## config.mk

```make
export PLATFORM = sky130hd
export DESIGN_NAME = hlic_div
export DESIGN_NICKNAME = d
export VERILOG_FILES = /design/src/rtl/hlic_div.sv
export SDC_FILE = /design/constraint.sdc
export NUM_CORES = 1
export LEC_CHECK = 0
export BUFFER_PORTS_ARGS = -buffer_cell sky130_fd_sc_hd__buf_2
export CORE_ASPECT_RATIO = 1.75
export CORE_MARGIN = 1
export CORE_UTILIZATION = 50
export CTS_BUF_LIST = sky130_fd_sc_hd__clkbuf_16
export CTS_CLUSTER_SIZE = 16
export DETAILED_ROUTE_END_ITERATION = 16
export HOLD_SLACK_MARGIN = 0.02
export PLACE_DENSITY_LB_ADDON = 0.25
export SLEW_MARGIN = 20
export SYNTH_ARGS = -nofsm -noshare
export SYNTH_HDL_FRONTEND = slang
export SYNTH_SLANG_ARGS = --single-unit
```

## constraint.sdc

```tcl
create_clock -name clk -period 2.6 [get_ports clk]
set_input_delay 0.13 -clock clk [delete_from_list [all_inputs] [get_ports clk]]
set_output_delay 0.13 -clock clk [all_outputs]
set_load 0.005 [all_outputs]
```

## src/rtl/hlic_div.sv

```systemverilog
// Pipelined restoring divider: quo = (num << FB) / den, one quotient bit per stage.
// Depends on nothing; the quotient must fit in QW bits.
module hlic_div #(
	parameter int NW = 9,
	parameter int DW = 9,
	parameter int QW = 19,
	parameter int FB = 16
) (
	input  logic          clk,
	input  logic          en,
	input  logic [NW-1:0] num,
	input  logic [DW-1:0] den,
	output logic [QW-1:0] quo
);

	localparam int XW = NW + FB;

	logic [NW-1:0] num_s [QW];
	logic [DW-1:0] den_s [QW];
	logic [DW-1:0] rem_s [QW];
	logic [QW-1:0] quo_s [QW];

	genvar i;
	for (i = 0; i < QW; i++) begin : g_stage
		logic [NW-1:0] num_in;
		logic [DW-1:0] den_in, rem_in;
		logic [QW-1:0] quo_in;
		logic [XW-1:0] x_in;
		logic [DW:0]   trial;
		logic          take;

		if (i == 0) begin : g_first
			assign num_in = num;
			assign den_in = den;
			assign quo_in = '0;
			assign rem_in = DW'(x_in >> QW);
		end else begin : g_next
			assign num_in = num_s[i-1];
			assign den_in = den_s[i-1];
			assign quo_in = quo_s[i-1];
			assign rem_in = rem_s[i-1];
		end

		// shift in the next dividend bit and try a subtract
		assign x_in  = {num_in, {FB{1'b0}}};
		assign trial = {rem_in, x_in[QW-1-i]};
		assign take  = (trial >= {1'b0, den_in});

		always_ff @(posedge clk) begin
			if (en) begin
				num_s[i] <= num_in;
				den_s[i] <= den_in;
				rem_s[i] <= take ? DW'(trial - {1'b0, den_in}) : trial[DW-1:0];
				quo_s[i] <= {quo_in[QW-2:0], take};
			end
		end
	end

	assign quo = quo_s[QW-1];

endmodule

```

==> impl_metrics.tcl <==
set metrics [dict create \
    slew_headroom_pct 59.0 \
    critPathRequiredTime_ns 2.92 \
    reg2reg_from "rem_s[5][0]" \
    num_io_pins 39 \
    crit_arrival_ns 2.85 \
    num_vias 15300 \
    synth_nets 2082 \
    place_area_um2 26800 \
    postSynthAreaPerCell_um2 13.4 \
    synth-edff-count 517 \
    gr-usage-all-layers_pct 20.4 \
    nets 2266 \
    die_area_um2 51400 \
    stdcell_count 2759 \
    root_buffer "clkbuf_16" \
    cts.sinks 517 \
    cts.path.max_buffers 3 \
    rsz0062_at_grt "yes" \
    synth_cell_types 70 \
    setup.worst_path.class "register to register" \
    wl_um 51300 \
    synthDominantCellAreaShare_pct 61.6 \
    cts_tree "built" \
    tightest_slew_ns 0.610 \
    clk_pin_slew_ns 0.06 \
    n_antenna_cell 0 \
    ys_ff_latch 517 \
    ir_drop_mv 0.692 \
    p_switching_mw 11.0 \
    firstDrtPassIters 5 \
    startpoint_type "register" \
    crit_fanout 8 \
    synth-main-ff-cell "edfxtp_1" \
    endpoint_kind "register" \
    place_congestion 0.859 \
    antenna_left 0 \
    synth_common_cells "edfxtp_1 (517), inv_1 (221), ha_1 (168), nand2_1 (97), nor2_1 (92)" \
    htree_levels 2 \
    grt-ovfl-total 0 \
    grt_pass1_vias 16300 \
    r2r_slack_ns 0.07 \
    clock-skew-final_ns 0.0345 \
    finalHoldViolCount 0 \
    stdcell_area_um2 28900 \
    max_freq_mhz 395 \
    grt_max_degree 91 \
    status "finished clean" \
    hold_end "num_s[0][1]" \
    die_w_um 172 \
    p_leak_nw 11.5 \
    syn_area_um2 25200 \
    syn_inst 1876 \
    io_buffer_count 38 \
    setup_viol 0 \
    p_seq_share_pct 38.6 \
    worstReg2RegEnd "rem_s[6][2]" \
    min_path_cells 2 \
    grt_pass1_wl_um 80300 \
    avgRoutedWirePerCell_um 18.6 \
    routed_via_density 5.56 \
    cap_viol_max_count 0 \
    drc 0 \
    yosysSeqAreaShare_pct 61.6 \
    clkLatencyLatePin_ns 0.59 \
    fin_hold_ws_ns 0.260 \
    hold_start "num[1]" \
    synth_top_area_cell "edfxtp_1" \
    maxSlewViolCount 0 \
    synth_most_common_cell "edfxtp_1" \
    dp_hpwl_um 37200 \
    sw_frac_of_total_pct 33.3 \
    fin_tns_setup_ns 0 \
    fin_crit_sh_pct 97.4 \
    dp_cells 2638 \
    start_util_pct 50.7 \
    dr_wl_met2_um 31300 \
    final_util_pct 58.1 \
    r2r_cells 9 \
    drt_first_iter_violations 811 \
    hold_path.class "input port to register" \
    drt-met1-wl_um 15500 \
    p_int_mw 22.0 \
    grt_antenna_before_repair 0 \
    fin_crit_ns 2.53 \
    area_delta_synth_final_pct 14.6 \
    top_layer "met4" \
    p_per_area_nw_per_um2 1140 \
    yosys-top-cells-area "edfxtp_1 (62%), ha_1 (8.3%), inv_1 (3.3%), mux2_1 (2.5%), xnor2_1 (2.0%)" \
    wl_met3_um 1400 \
    cts_buffers 49 \
    ys.warnings.count 0 \
    core_um2 49700 \
    async_reset_ff_share_pct 0 \
    rows 108 \
    p_clk_share_pct 21.4 \
    drive_gt1_share_pct 13.5 \
    die_h_um 299 \
    combPwrFrac_pct 40.0 \
]
[stage by stage]
step           power, mW  worst slack, ns
3_5_place_dp        25.4           -0.163
2_1_floorplan       21.7            0.163
6_report            33.1           0.0673
5_1_grt             35.0         -0.00992
3_3_place_gp        24.8           -0.159
4_1_cts             32.7          -0.0568
[worst max-delay path by stage]
stage,start,end,cells after the start
final,rem_s[5][0],rem_s[6][2],9
after CTS,rem_s[10][0],rem_s[11][4],9
after floorplan,num_s[0][1],rem_s[1][1],11
after global routing,rem_s[5][0],rem_s[6][4],9
after detailed placement,rem_s[10][0],rem_s[11][4],9
after global placement,den_s[1][0],rem_s[2][1],8
[cells by family after synthesis]
family,share of synthesized area [%]
buffers and inverters,3.77
and+or+nand+nor,7.87
xor gates and xnor gates,3.13
AOI/OAI and AO/OA,9.73
muxes,4.18
DFF,61.6
adders and majority gates,9.76
[power groups by stage]
stage               sequential [mW]  clock (mW)  combinational (mW)
finish                         12.8        7.08                13.2
floorplan                      12.5           0                9.20
global route                   12.9        7.56                14.5
CTS                            12.8        7.27                12.6
detailed placement             12.9           0                12.5
global placement               12.9           0                11.9
[cell usage in the layout, fill, tap and decap left out, types with 34 or more instances in the layout]
cell type	instances
ha_1	167
nor2_1	92
clkbuf_16	50
buf_2	37
a21oi_1	65
o21ai_0	82
edfxtp_1	517
xnor2_1	59
inv_1	226
nor2b_1	34
buf_4	77
nand2_1	97
mux2_1	57
o21a_1	49
[flip-flops by register name, indices dropped and copies added, names as in the netlist]
name and flops:
den_s 162, rem_s 162, quo_s 190, num_s 3
[layer usage]
layer  up-vias  track usage [%]
li1       7276                -
met4         0             12.5
met5         -                0
met2       351             43.5
met3       183             2.53
met1      7521             16.2
[critical path: stages (launching register included)]
cell      delay, ns
edfxtp_1       0.35
inv_1          0.08
fa_1           0.48
nor2b_2        0.17
o31a_1         0.15
o21ai_1        0.11
and2b_4        0.21
a41oi_4        0.24
buf_12         0.15
mux2_2         0.33
[what timing repair did]
item                       CTS  global route
setup endpoints to repair   59            73
hold buffers                19             0
pin swaps                    2            15
buffers inserted             2            10
hold endpoints to repair    35             0
gates resized for setup     10            29
[cell type report]
| class | instances | area [um2] |
|---|---|---|
| clock inverter | 40 | 345 |
| tap | 660 | 826 |
| inverter | 223 | 837 |
| timing repair buffer | 146 | 1210 |
| multi-input combinational | 1123 | 8900 |
| fill | 3964 | 20800 |
| clock buffer | 50 | 1250 |
| sequential | 517 | 15500 |
(Power assumes the default switching activity.)
