File: config.mk
export PLATFORM = sky130hd
export DESIGN_NAME = hlic_back
export DESIGN_NICKNAME = d
export VERILOG_FILES = /design/src/rtl/hlic_pkg.sv /design/src/rtl/hlic_back.sv
export SDC_FILE = /design/constraint.sdc
export NUM_CORES = 2
export LEC_CHECK = 0
export BUFFER_PORTS_ARGS = -buffer_cell sky130_fd_sc_hd__buf_2
export CORE_MARGIN = 5
export CORE_UTILIZATION = 30
export DETAILED_ROUTE_END_ITERATION = 10
export MAX_ROUTING_LAYER = met4
export PLACE_DENSITY = 0.46
export SLEW_MARGIN = 20
export SYNTH_ARGS = -nofsm -noshare
export SYNTH_HDL_FRONTEND = slang
export SYNTH_SLANG_ARGS = --single-unit
export TNS_END_PERCENT = 5
File: constraint.sdc
create_clock -name clk -period 9.24 [get_ports clk]
set_clock_uncertainty 0.15 [all_clocks]
set_input_delay 1.848 -clock clk [delete_from_list [all_inputs] [get_ports clk]]
set_output_delay 1.848 -clock clk [all_outputs]
set_load 0.005 [all_outputs]
File: src/rtl/hlic_pkg.sv
// Shared types and constants of the HSL lightness inversion color core.
// Used by every module under rtl/ except hlic_div; depends on nothing else.
package hlic_pkg;

	// Width of a packed color: red 7:0, green 15:8, blue 23:16
	localparam int COLOR_W = 24;

	// Default number of fraction bits of the fixed-point datapath
	localparam int FRACTION_BITS_DEF = 16;

	// Register reset values
	localparam logic [COLOR_W-1:0] TEXT_COLOR_RST       = 24'hE0E0E0;
	localparam logic [COLOR_W-1:0] BACKGROUND_COLOR_RST = 24'h323232;

	// Configuration register indexes
	typedef enum logic [0:0] {
		REG_TEXT       = 1'b0,
		REG_BACKGROUND = 1'b1
	} cfg_reg_t;

	// Divider operand widths and the lightness numerator width
	localparam int LI_NUM_W  = 9;
	localparam int SAT_NUM_W = 12;
	localparam int SAT_DEN_W = 12;
	localparam int HUE_NUM_W = 11;
	localparam int HUE_DEN_W = 8;

	// Special-case marks that travel with a transaction
	typedef struct packed {
		logic black;
		logic white;
	} flags_t;

endpackage

File: src/rtl/hlic_back.sv
// HSL to RGB back end: q/p terms, per-channel hue ramps, scaling to 8 bits.
// Depends on hlic_pkg.
module hlic_back #(
	parameter int FB = hlic_pkg::FRACTION_BITS_DEF
) (
	input  logic                         clk,
	input  logic                         arst_n,
	input  logic                         en,
	input  logic                         valid_in,
	input  hlic_pkg::flags_t             flags_in,
	input  logic [FB:0]                  li,
	input  logic [FB-1:0]                sat,
	input  logic [FB+2:0]                hue,
	input  logic [hlic_pkg::COLOR_W-1:0] text_color,
	input  logic [hlic_pkg::COLOR_W-1:0] background_color,
	output logic                         dark_valid,
	output logic [hlic_pkg::COLOR_W-1:0] dark_color
);

	localparam int TW = FB + 4;
	localparam logic [TW-1:0] ONE_T = TW'(1) << FB;
	localparam logic [FB:0]   HALF  = (FB+1)'(1) << (FB - 1);

	// stage 1: li * s
	logic [2*FB:0]      ls_prod;
	logic               valid_s1, valid_s2, valid_s3;
	hlic_pkg::flags_t   flags_s1, flags_s2, flags_s3;
	logic [FB:0]        li_s1;
	logic [FB-1:0]      sat_s1, m_s1;
	logic [FB+2:0]      hue_s1;

	assign ls_prod = (2*FB+1)'(li) * (2*FB+1)'(sat);

	always_ff @(posedge clk or negedge arst_n) begin
		if (!arst_n) begin
			valid_s1   <= 1'b0;
			valid_s2   <= 1'b0;
			valid_s3   <= 1'b0;
			dark_valid <= 1'b0;
		end else if (en) begin
			valid_s1   <= valid_in;
			valid_s2   <= valid_s1;
			valid_s3   <= valid_s2;
			dark_valid <= valid_s3;
		end
	end

	always_ff @(posedge clk) begin
		if (en) begin
			flags_s1 <= flags_in;
			li_s1    <= li;
			sat_s1   <= sat;
			m_s1     <= ls_prod[2*FB-1:FB];
			hue_s1   <= hue;
		end
	end

	// stage 2: q, p and per-channel ramp selection
	logic [FB+1:0] q_w, p_w;
	logic [FB:0]   q, p, diff;
	logic [FB:0]   diff_s2;
	logic [FB:0]   base_s2 [3];
	logic [FB:0]   w_s2 [3];
	logic [FB:0]   val_s3 [3];

	// zero saturation gives q == p == li, so every channel is li
	always_comb begin
		if (li_s1 < HALF) begin
			q_w = (FB+2)'(li_s1) + (FB+2)'(m_s1);
		end else begin
			q_w = (FB+2)'(li_s1) + (FB+2)'(sat_s1) - (FB+2)'(m_s1);
		end
		q    = q_w[FB:0];
		p_w  = {li_s1, 1'b0} - (FB+2)'(q);
		p    = p_w[FB:0];
		diff = q - p;
	end

	genvar c;
	for (c = 0; c < 3; c++) begin : g_chan
		// hue offsets: red +2, green 0, blue +4 (units of ONE)
		localparam logic [TW-1:0] OFS = (c == 0) ? TW'(2) * ONE_T :
			(c == 1) ? TW'(0) : TW'(4) * ONE_T;
		logic [TW-1:0] t_raw, t;
		logic [FB:0]   base, w;
		logic [2*FB+1:0] prod;

		assign t_raw = TW'(hue_s1) + OFS;
		assign t     = (t_raw >= TW'(6) * ONE_T) ? t_raw - TW'(6) * ONE_T : t_raw;

		always_comb begin
			if (t < ONE_T) begin
				base = p;
				w    = t[FB:0];
			end else if (t < TW'(3) * ONE_T) begin
				base = q;
				w    = '0;
			end else if (t < TW'(4) * ONE_T) begin
				base = p;
				w    = (FB+1)'(TW'(4) * ONE_T - t);
			end else begin
				base = p;
				w    = '0;
			end
		end

		always_ff @(posedge clk) begin
			if (en) begin
				base_s2[c] <= base;
				w_s2[c]    <= w;
			end
		end

		// stage 3: ramp value
		assign prod = (2*FB+2)'(diff_s2) * (2*FB+2)'(w_s2[c]);

		always_ff @(posedge clk) begin
			if (en) begin
				val_s3[c] <= base_s2[c] + prod[2*FB:FB];
			end
		end
	end

	always_ff @(posedge clk) begin
		if (en) begin
			flags_s2 <= flags_s1;
			flags_s3 <= flags_s2;
			diff_s2  <= diff;
		end
	end

	// stage 4: scale by 255 and pick the special cases
	logic [FB+8:0] sc [3];
	always_comb begin
		for (int k = 0; k < 3; k++) begin
			sc[k] = ((FB+9)'(val_s3[k]) << 8) - (FB+9)'(val_s3[k]);
		end
	end

	always_ff @(posedge clk) begin
		if (en) begin
			if (flags_s3.black) begin
				dark_color <= text_color;
			end else if (flags_s3.white) begin
				dark_color <= background_color;
			end else begin
				dark_color <= {sc[2][FB+7:FB], sc[1][FB+7:FB], sc[0][FB+7:FB]};
			end
		end
	end

endmodule

==> impl_results.md <==
- Synthesized area: 51200 µm²
- Setup crit start kind: flop
- Die area: 179000 µm²
- Number of synthesis warnings: 0
- Number of nets in the layout: a little over 7000
- Synth Area in Adders: between 40% and 50%
- Fin crit share: a little over nine tenths
- Distinct cells, synth: 81
- Post-Layout Inst Area: about 56000 µm²
- Initial DRC count: 1417
- CTS tree: yes
- Drt pass-1 iters: 5
- Async S/R FF share, synth: under 10%
- Post-synth EDFFs: about 270
- CTS buffer count: 38
- Final Max Slew Viols: 0
- Drt via density: roughly 4.6
- Post-Syn Area per Cell: slightly above 9 µm²
- Drt wl/cell: 17.8 µm
- Crit-path max cell delay: between 600 and 700 ps
- Share of layout cells above drive strength 1: under 10%
- Post-synthesis mux area share: 0.831%
- Clock Latency Late Sink: slightly below 600 ps
- Cells after DPL: 7742
- Port bufs: between 100 and 150
- IO Pins: between 100 and 150
- Simple-Gate Fraction of Synth Area: 14.8%
- Max Cap Violations: 0
- Clock-pin slew on the worst setup and hold paths: ~60 ps
- Commonest cells after routing, fill and taps aside: inv_1, fa_1, nand2_1
- CTS sink cnt: 269
- CP required: about 9400 ps
- CP Max Fanout: 16
- Register area share after synthesis: 15.7%
- Rel. slew slack: between 20% and 30%
- Drt drc: 0
- Xor-xnor portion of the synthesized cell area: under 10%
- HPWL Detailed: between 100 and 150 mm
- Core box area: 169000 µm²
- CP endpoint kind: flop
- Worst path buffer plus inverter count: 5
- Largest net degree at the start of global routing: 142
- Final setup vio count: 0
- Cells after Synth: roughly 5500
- First-pass GRT wire length: roughly 220 mm
- Dpl cell area: 54600 µm²
- Initial antenna violation count: 5
- Fillers: ~18000
- Outcome: finished clean
- WP data arrival: between 9000 and 10000 ps
- Chip width: between 400 and 500 µm
- Final core area utilization: 33.0%
- CP Class: reg2reg
- Final ANT Viol Nets: 0
- Fin cells: slightly below 8000
- Slew @ Worst Pin: 1110 ps
- Overall routed net length: 139 mm
- Vias: between 30000 and 40000
- GR Util All Layers: between 10% and 20%
- Unrepaired setup endpoints after global routing: false
- Post-synth top area share: 34.6%
- Final GP Congestion: 0.831
- Fin Setup TNS: 0 ps
- CTS resizes: 0
- Achievable frequency: approximately 0.11 GHz
- Worst Hold Depth: 0
- Instance count on the critical path: 29
- Starting Density: 30.2%
- Commonest non-fill, non-tap cell in the layout: inv_1
- CP top delay family: adder cells
- Area Overhead vs Synth: 9.38%
- Main area contributors after synthesis: fa_1, edfxtp_1, ha_1
- Cell taking the most area after synthesis: fa_1
- Die Span Y: roughly 420 µm
- Hold Vio Cnt, Final: 0
- Root Buffer: clkbuf_16
- FF+latch count, synth: between 200 and 300
- Most used cell, CP: fa_1
- Slowest cell on the critical path: edfxtp_1
- Synth Area in Compound Gates: 6.93%
- Row cnt: approximately 150
- Gr ovfl total: 0
- CTS Buffer Depth: 3
- Main combinational cell family by area after synthesis: adder cells
- Top_reg_cell synth: edfxtp_1
- Worst R2R Path Depth: 29
- Vias in the first global route: around 39000
- Worst min-delay path class: reg2reg
- Period minus WS final: between 8000 and 9000 ps
- H-tree depth: 2
## worst register-to-register path, delay by kind of cell, from the launching register on
| family | cells | cell delay, ps |
|---|---|---|
| simple gates | 4 | 1010 |
| fa+ha+maj | 8 | 3590 |
| compound gates | 9 | 2410 |
| xor+xnor | 3 | 380 |
| buf+inv | 5 | 390 |
| flops | 1 | 650 |
## area by class of cell
| type | instances | area (µm²) | area share, % |
|---|---|---|---|
| clock inverters | 26 | 395 | 0.706 |
| clock buffers | 42 | 966 | 1.72 |
| multi-input cells | 3843 | 37900 | 67.7 |
| well taps | 2218 | 2780 | 4.95 |
| flip-flops and latches | 269 | 8060 | 14.4 |
| repair buffers | 202 | 1330 | 2.37 |
| inverters | 1211 | 4550 | 8.12 |
| diodes | 2 | 5.00 | 0.00894 |
## layer usage
metal / GRT usage [%] / wire, µm
met5: - / 0
met3: 0.922 / 3040
met2: 29.0 / 72500
met1: 20.5 / 61300
met4: 3.04 / 2490
## final timing paths
path | start | slack, ps | end
max in group asynchronous | arst_n | 7900 | dark_valid
max | w_s2[0][22] | 420 | val_s3[0][33]
max reg2reg | w_s2[0][22] | 420 | val_s3[0][33]
min | flags_s1[0] | 270 | flags_s2[0]
min in group asynchronous | arst_n | 920 | valid_s2
min reg2reg | flags_s1[0] | 270 | flags_s2[0]
## sequential cells by signal, indices dropped and copies added (netlist names)
name / cells
dark_valid: 1
flags_s3: 2
valid_s3: 1
li_s1: 17
m_s1: 16
sat_s1: 16
w_s2: 51
hue_s1: 19
valid_s1: 1
diff_s2: 16
base_s2: 49
flags_s2: 2
val_s3: 51
valid_s2: 1
flags_s1: 2
dark_color: 24
## per-stage QoR
stage               setup slack (ps)  hold slack, ps
floorplan                       1110             250
global placement                 484             252
detailed placement               387             255
CTS                              358             269
global route                    7.52             274
finish                           423             267
## logic make-up (layout without fill, tap and decap cells)
logic type	Yosys count	count (layout)
buffers and inverters	1426	1481
xor gates and xnor gates	192	192
AOI/OAI and AO/OA	547	547
DFF	269	269
other	2	44
muxes	42	42
adders and majority gates	1430	1430
and+or+nand+nor	1590	1590
## synthesized netlist by cell type, drive strengths merged, types with 8 or more instances
master,n
a31oi,13
edfxtp,265
o31ai,45
o21a,30
ha,546
buf,10
xnor2,142
a21o,48
nor2b,22
and2,424
xor2,50
o41ai,8
o21ai,115
a211oi,17
or3,27
nand4,12
clkbuf,205
a22oi,10
nor3,65
mux2i,38
nor2,179
a21oi,153
fa,884
o22ai,15
nand3,48
nand2b,21
and3,19
inv,1210
o21bai,20
nand2,745
## timing repair
action,CTS,global route
buffers inserted,0,1
hold buffers,0,0
endpoints found under the hold margin,0,0
setup endpoints to repair,0,1
Power is left out: the tool's default activity adds up to more than one toggle a clock period on the data nets, which glitch-free logic cannot reach.
