## src/rtl/hlic_pkg.sv

```systemverilog
// Shared types and constants of the HSL lightness inversion color core.
// Used by every module under rtl/ except hlic_div; depends on nothing else.
package hlic_pkg;

	// Width of a packed color: red 7:0, green 15:8, blue 23:16
	localparam int COLOR_W = 24;

	// Default number of fraction bits of the fixed-point datapath
	localparam int FRACTION_BITS_DEF = 16;

	// Register reset values
	localparam logic [COLOR_W-1:0] TEXT_COLOR_RST       = 24'hE0E0E0;
	localparam logic [COLOR_W-1:0] BACKGROUND_COLOR_RST = 24'h323232;

	// Configuration register indexes
	typedef enum logic [0:0] {
		REG_TEXT       = 1'b0,
		REG_BACKGROUND = 1'b1
	} cfg_reg_t;

	// Divider operand widths and the lightness numerator width
	localparam int LI_NUM_W  = 9;
	localparam int SAT_NUM_W = 12;
	localparam int SAT_DEN_W = 12;
	localparam int HUE_NUM_W = 11;
	localparam int HUE_DEN_W = 8;

	// Special-case marks that travel with a transaction
	typedef struct packed {
		logic black;
		logic white;
	} flags_t;

endpackage

```

## src/rtl/hlic_front.sv

```systemverilog
// Input stage: channel min/max, lightness, saturation and hue operands.
// Depends on hlic_pkg.
module hlic_front (
	input  logic                                   clk,
	input  logic                                   arst_n,
	input  logic                                   en,
	input  logic                                   source_valid,
	input  logic [hlic_pkg::COLOR_W-1:0]           source_color,
	output logic                                   valid_s1,
	output hlic_pkg::flags_t                       flags_s1,
	output logic [hlic_pkg::LI_NUM_W-1:0]          li_num_s1,
	output logic [hlic_pkg::SAT_NUM_W-1:0]         sat_num_s1,
	output logic [hlic_pkg::SAT_DEN_W-1:0]         sat_den_s1,
	output logic [hlic_pkg::HUE_NUM_W-1:0]         hue_num_s1,
	output logic [hlic_pkg::HUE_DEN_W-1:0]         hue_den_s1
);

	logic [7:0]  r, g, b, mx, mn, d;
	logic [8:0]  sum, den;
	logic [10:0] d11, hn;
	hlic_pkg::flags_t flags;

	assign r = source_color[7:0];
	assign g = source_color[15:8];
	assign b = source_color[23:16];

	// extremes, ties resolved red first then green
	always_comb begin
		mx = r;
		mn = r;
		if (g > mx) mx = g;
		if (b > mx) mx = b;
		if (g < mn) mn = g;
		if (b < mn) mn = b;
	end

	assign d   = mx - mn;
	assign d11 = {3'b0, d};
	assign sum = {1'b0, mx} + {1'b0, mn};
	assign den = (sum < 9'd255) ? sum : 9'd510 - sum;

	// hue numerator, six sectors of d each
	always_comb begin
		if (mx == r) begin
			hn = (g >= b) ? {3'b0, g - b} : 11'd6 * d11 - {3'b0, b - g};
		end else if (mx == g) begin
			hn = 11'd2 * d11 + {3'b0, b} - {3'b0, r};
		end else begin
			hn = 11'd4 * d11 + {3'b0, r} - {3'b0, g};
		end
	end

	assign flags.black = (source_color == '0);
	assign flags.white = (source_color == '1);

	always_ff @(posedge clk or negedge arst_n) begin
		if (!arst_n) begin
			valid_s1 <= 1'b0;
		end else if (en) begin
			valid_s1 <= source_valid;
		end
	end

	// grey colors get a unit divisor and zero numerators
	always_ff @(posedge clk) begin
		if (en) begin
			flags_s1   <= flags;
			li_num_s1  <= 9'd510 - sum;
			sat_num_s1 <= 12'd9 * {4'b0, d};
			sat_den_s1 <= (d == 8'd0) ? 12'd1 : 12'd10 * {3'b0, den};
			hue_num_s1 <= (d == 8'd0) ? 11'd0 : hn;
			hue_den_s1 <= (d == 8'd0) ? 8'd1 : d;
		end
	end

endmodule

```

## config.mk

```make
export PLATFORM = sky130hd
export DESIGN_NAME = hlic_front
export DESIGN_NICKNAME = d
export VERILOG_FILES = /design/src/rtl/hlic_pkg.sv /design/src/rtl/hlic_front.sv
export SDC_FILE = /design/constraint.sdc
export NUM_CORES = 1
export LEC_CHECK = 0
export CORE_ASPECT_RATIO = 0.75
export CORE_UTILIZATION = 70
export CTS_BUF_LIST = sky130_fd_sc_hd__clkbuf_4
export CTS_CLUSTER_SIZE = 30
export DETAILED_ROUTE_END_ITERATION = 10
export DONT_BUFFER_PORTS = 1
export GPL_TIMING_DRIVEN = 1
export PLACE_DENSITY = 0.85
export SYNTH_ARGS = -nofsm -noshare
export SYNTH_HDL_FRONTEND = slang
export SYNTH_SLANG_ARGS = --single-unit
```

## constraint.sdc

```tcl
create_clock -name clk -period 1.8 [get_ports clk]
set_input_delay 0.09 -clock clk [delete_from_list [all_inputs] [get_ports clk]]
set_output_delay 0.09 -clock clk [all_outputs]
set_load 0.02 [all_outputs]
```

==> results.toml, run 1 <==
[synthesis]
synth_compound_area_share_pct = 21.3
synth_top_flop_cell = "edfxtp_1"
synth_top_family_by_area = "adder cells"
synth_cells = 832
ys_ff_latch = 54
synth_simple_gate_area_share_pct = 12.2
ys_seq_area_share_pct = 21.3
syn-num-nets = 997
synthAdderAreaFrac_pct = 25.0
yosys_warnings = 0
syn_avg_cell_area_sq_um = 9.11
synth_area_sq_um = 7580
synth_xor_area_share_pct = 10.1
ys_types = 75
synth_mux_area_share_pct = 3.55
synth_edf_count = 53
async_reset_ff_share_pct = 1.85

[placed_design]
numPortBuffers = 0
gp_congestion = 1.07
post_dp_cell_area_sq_um = 10100
hpwl_microns = 27100

[clocking]
cts_buffers = 5
ctsHtreeMaxLevel = 2
clockBufferDepth = 2
holdBufCountCts = 12
cts_setup_buffers = 82
cts-resized-gates = 293
cts_num_sinks = 54
cts_root_buf = "clkbuf_4"

[floorplanning]
start_util_pct = 72.8
placementRows = 32
ios = 83
die_w_microns = 122
die_y_microns = 92.1

[status]
error_line = "[ERROR DPL-0038] Utilization greater than 100%, impossible to legalize"
outcome = "stopped before the end"
stop_stage = "4_1_cts"
==> through the flow <==
step / worst slack, ps / instances / setup TNS, ps
global placement: -4680 / 1201 / -192380
detailed placement: -5640 / 1201 / -219340
floorplan: -5030 / 832 / -189300
==> cells in the mapped netlist (9+ instances only) <==
| cell | instances | share of area, % |
|---|---|---|
| a211oi_1 | 14 | 1.4 |
| ha_1 | 114 | 19 |
| inv_1 | 85 | 4.2 |
| nor3_1 | 14 | 0.92 |
| nand2_1 | 30 | 1.5 |
| fa_1 | 23 | 6.1 |
| nor2_1 | 45 | 2.2 |
| nor2b_1 | 12 | 0.99 |
| nand4_1 | 18 | 1.5 |
| mux2i_1 | 22 | 2.9 |
| edfxtp_1 | 53 | 21 |
| xor2_1 | 29 | 3.4 |
| clkbuf_1 | 21 | 1.0 |
| a21o_1 | 21 | 2.1 |
| a21oi_1 | 75 | 5.0 |
| o21bai_1 | 10 | 0.99 |
| o21ai_0 | 37 | 2.4 |
| xnor2_1 | 53 | 6.1 |
| nand3_1 | 9 | 0.59 |
==> kinds of logic after synthesis <==
group,after synthesis
DFF,54
AOI/OAI and AO/OA,237
buffers and inverters,120
adders and majority gates,138
xor gates and xnor gates,84
and+or+nand+nor,173
muxes,26
==> run 2: changes to the inputs <==
==> config.mk (replaced) <==
export PLATFORM = sky130hd
export DESIGN_NAME = hlic_front
export DESIGN_NICKNAME = d
export VERILOG_FILES = /design/src/rtl/hlic_pkg.sv /design/src/rtl/hlic_front.sv
export SDC_FILE = /design/constraint.sdc
export NUM_CORES = 1
export LEC_CHECK = 0
export CORE_UTILIZATION = 40
export DETAILED_ROUTE_END_ITERATION = 10
export DONT_BUFFER_PORTS = 1
export GPL_TIMING_DRIVEN = 1
export PLACE_DENSITY_LB_ADDON = 0.15
export SYNTH_ARGS = -nofsm -noshare
export SYNTH_HDL_FRONTEND = slang
export SYNTH_SLANG_ARGS = --single-unit
==> run 2 against run 1 <==
- the flow now finishes, with violations (negative setup slack)
- area after synthesis unchanged
- synthesized cell count unchanged
==> results.toml, run 2 <==
[sta]
fin_ws_ps = -4560
min_period_over_period_pct = 353
rsz0062_at_grt = "yes"
relSlewSlack_pct = 56.6
clock.fmax_mhz = 157
fin_tns_setup_ps = -176640
worst_pin_slew_ps = 645
report.final.hold_viol_count = 0
fin_worst_skew_ps = 0
post-route-min-period_ps = 6360
setup_viol = 51
finalMaxSlewViolations = 0

[placed_design]
hpwl_microns = 21200
place_inst = 1320
place_ws_ps = -5140
gp_congestion = 0.955
numPortBuffers = 0

[global_routing]
antenna_found_initial = 0
grt.overflow.total = 0
first_global_vias = 8011
grtUsageMet3_pct = 3.68
gr-usage-met1_pct = 34.7
grt_max_degree = 55
use_met2_pct = 50.1
grtUsageTotal_pct = 28.5
grt_first_pass_wirelength_microns = 43000
grt-busiest-layer = "met2"

[setup_path]
slowest_delay_ps = 560
r2r_slack_ps = 400
startpoint_type = "primary input"
critPathSlowestCell = "fa_2"
r2r_start = "valid_s1"
worstSetupPathType = "primary input to register"
cp.arrival_ps = 6380
required_ps = 1820
cp-end-kind = "register"
r2r_end = "valid_s1"
critPathMaxFanout = 10
r2r_cells = 2

[detailed_routing]
first_iter_violations = 412
drc = 0
drt-wirelength-per-cell_microns = 20.1
drtPass1Iterations = 5
vias = 7865
drt.antenna.violating_nets = 0
vias_per_cell = 5.48
wirelength_microns = 28800

[final_layout]
final_cells = 1436
mostFrequentLayoutCells = "316 x buf_4, 68 x ha_1, 65 x buf_6"
insertedDiodeCount = 0
biggestRegsByFlops = "sat_den_s1 (12), hue_num_s1 (11), sat_num_s1 (11)"
final_common_cell = "buf_4"
largest_register_ffs = 12
layout-area-overhead-vs-synth_pct = 69.8
drive_above_1_share_pct = 54.3
fin_util_pct = 70.4
largest-register = "sat_den_s1"
fin_nets = 1371
num-fill-cells = 1339

[synthesis]
synth_top_area_share_pct = 21.0
synth.largest_area_cell = "edfxtp_1"
ys_ff_latch = 54
synth_most_common_cell = "ha_1"
async_reset_ff_share_pct = 1.85
ys_seq_area_share_pct = 21.3
synthTopCellsByArea = "edfxtp_1 21%, ha_1 19%, xnor2_1 6.1%, fa_1 6.1%, a21oi_1 5.0%"
yosys_warnings = 0
syn_avg_cell_area_sq_um = 9.11
synth_edf_count = 53
ys_types = 75
syn-num-nets = 997
synth_top_flop_cell = "edfxtp_1"
synth_area_sq_um = 7580
synth_commonest_cells = "114 x ha_1, 85 x inv_1, 75 x a21oi_1"
synth_cells = 832

[clocking]
clk_pin_slew_ps = 70
cts_tree = "done"
cts_root_buf = "clkbuf_16"
ctsHtreeMaxLevel = 2
cts_num_sinks = 54
cts_buffers = 5
clock_latency_ps = 290
clockBufferDepth = 2

[floorplanning]
placementRows = 49
die_w_microns = 140
core_area_sq_um = 18300
die_area_sq_um = 19500
die_y_microns = 140
ios = 83
start_util_pct = 41.5

[hold_path]
worstHoldPathType = "primary input to register"
hp-start = "source_color[5]"
hold_path_depth = 2
min_to = "flags_s1[0]"

[status]
violations = "negative setup slack"
outcome = "finished with violations"

[flow_run]
max_cap_viol_count = 0
==> run 2: area by class of cell <==
cell class | instances | area (sq um) | share of cell area [%]
multi-input cells | 658 | 7030 | 54.6
repair buffers | 399 | 3400 | 26.4
flip-flops and latches | 54 | 1620 | 12.6
inverters | 88 | 387 | 3.00
well taps | 229 | 287 | 2.23
clock buffers | 5 | 125 | 0.972
clock inverters | 3 | 23.8 | 0.185
==> run 2: worst max-delay path: cells and delay by family <==
kind,cells,cell delay [ps]
AO/OA/AOI/OAI,11,1580
XOR/XNOR,1,190
adder cells (fa/ha/maj),5,1800
buffers and inverters,10,1360
AND/OR/NAND/NOR,9,1320
==> run 2: stage by stage <==
step / cell area (sq um) / hold WS [ps]
2_1_floorplan: 8240 / -206
3_3_place_gp: 10400 / -206
3_5_place_dp: 10400 / -206
4_1_cts: 12200 / -103
5_1_grt: 12900 / 89.9
6_report: 12900 / 89.0
==> run 2: cell families (layout without fill, tap and decap cells) <==
kind of cell / count (synthesis) / after routing / share of synthesized area [%]
DFF: 54 / 54 / 21.3
xor gates and xnor gates: 84 / 84 / 10.1
and+or+nand+nor: 173 / 173 / 12.2
muxes: 26 / 26 / 3.55
AOI/OAI and AO/OA: 237 / 237 / 21.3
buffers and inverters: 120 / 495 / 6.57
adders and majority gates: 138 / 138 / 25.0
==> run 2: worst max path at each step <==
stage                                from  depth (start not counted)        endpoint  slack (ps)
final                     source_color[6]                         36  hue_num_s1[10]       -4560
after global routing      source_color[5]                         38  hue_num_s1[10]       -4740
after CTS                 source_color[5]                         39  hue_num_s1[10]       -4360
after detailed placement  source_color[1]                         36  hue_num_s1[10]       -5140
after global placement    source_color[1]                         34  hue_num_s1[10]       -4990
after floorplan           source_color[5]                         41  sat_den_s1[11]       -5030
==> run 2: timing repair <==
| action | in CTS | in global routing |
|---|---|---|
| pin swaps | 130 | 89 |
| gates resized for setup | 220 | 92 |
| endpoints found under the hold margin | 55 | 54 |
| gates cloned | 1 | 0 |
| setup buffers | 88 | 43 |
| hold buffers | 3 | 2 |
| endpoints found under the setup margin | 51 | 51 |
==> run 2: metal layers <==
metal,share of wire (%),vias up
met5,0,-
met4,3.9,0
met3,5.1,60
met2,50,249
met1,41,3787
li1,-,3769
Power of run 2 is left out: the tool's default activity adds up to more than one toggle a clock period on the data nets, which glitch-free logic cannot reach.
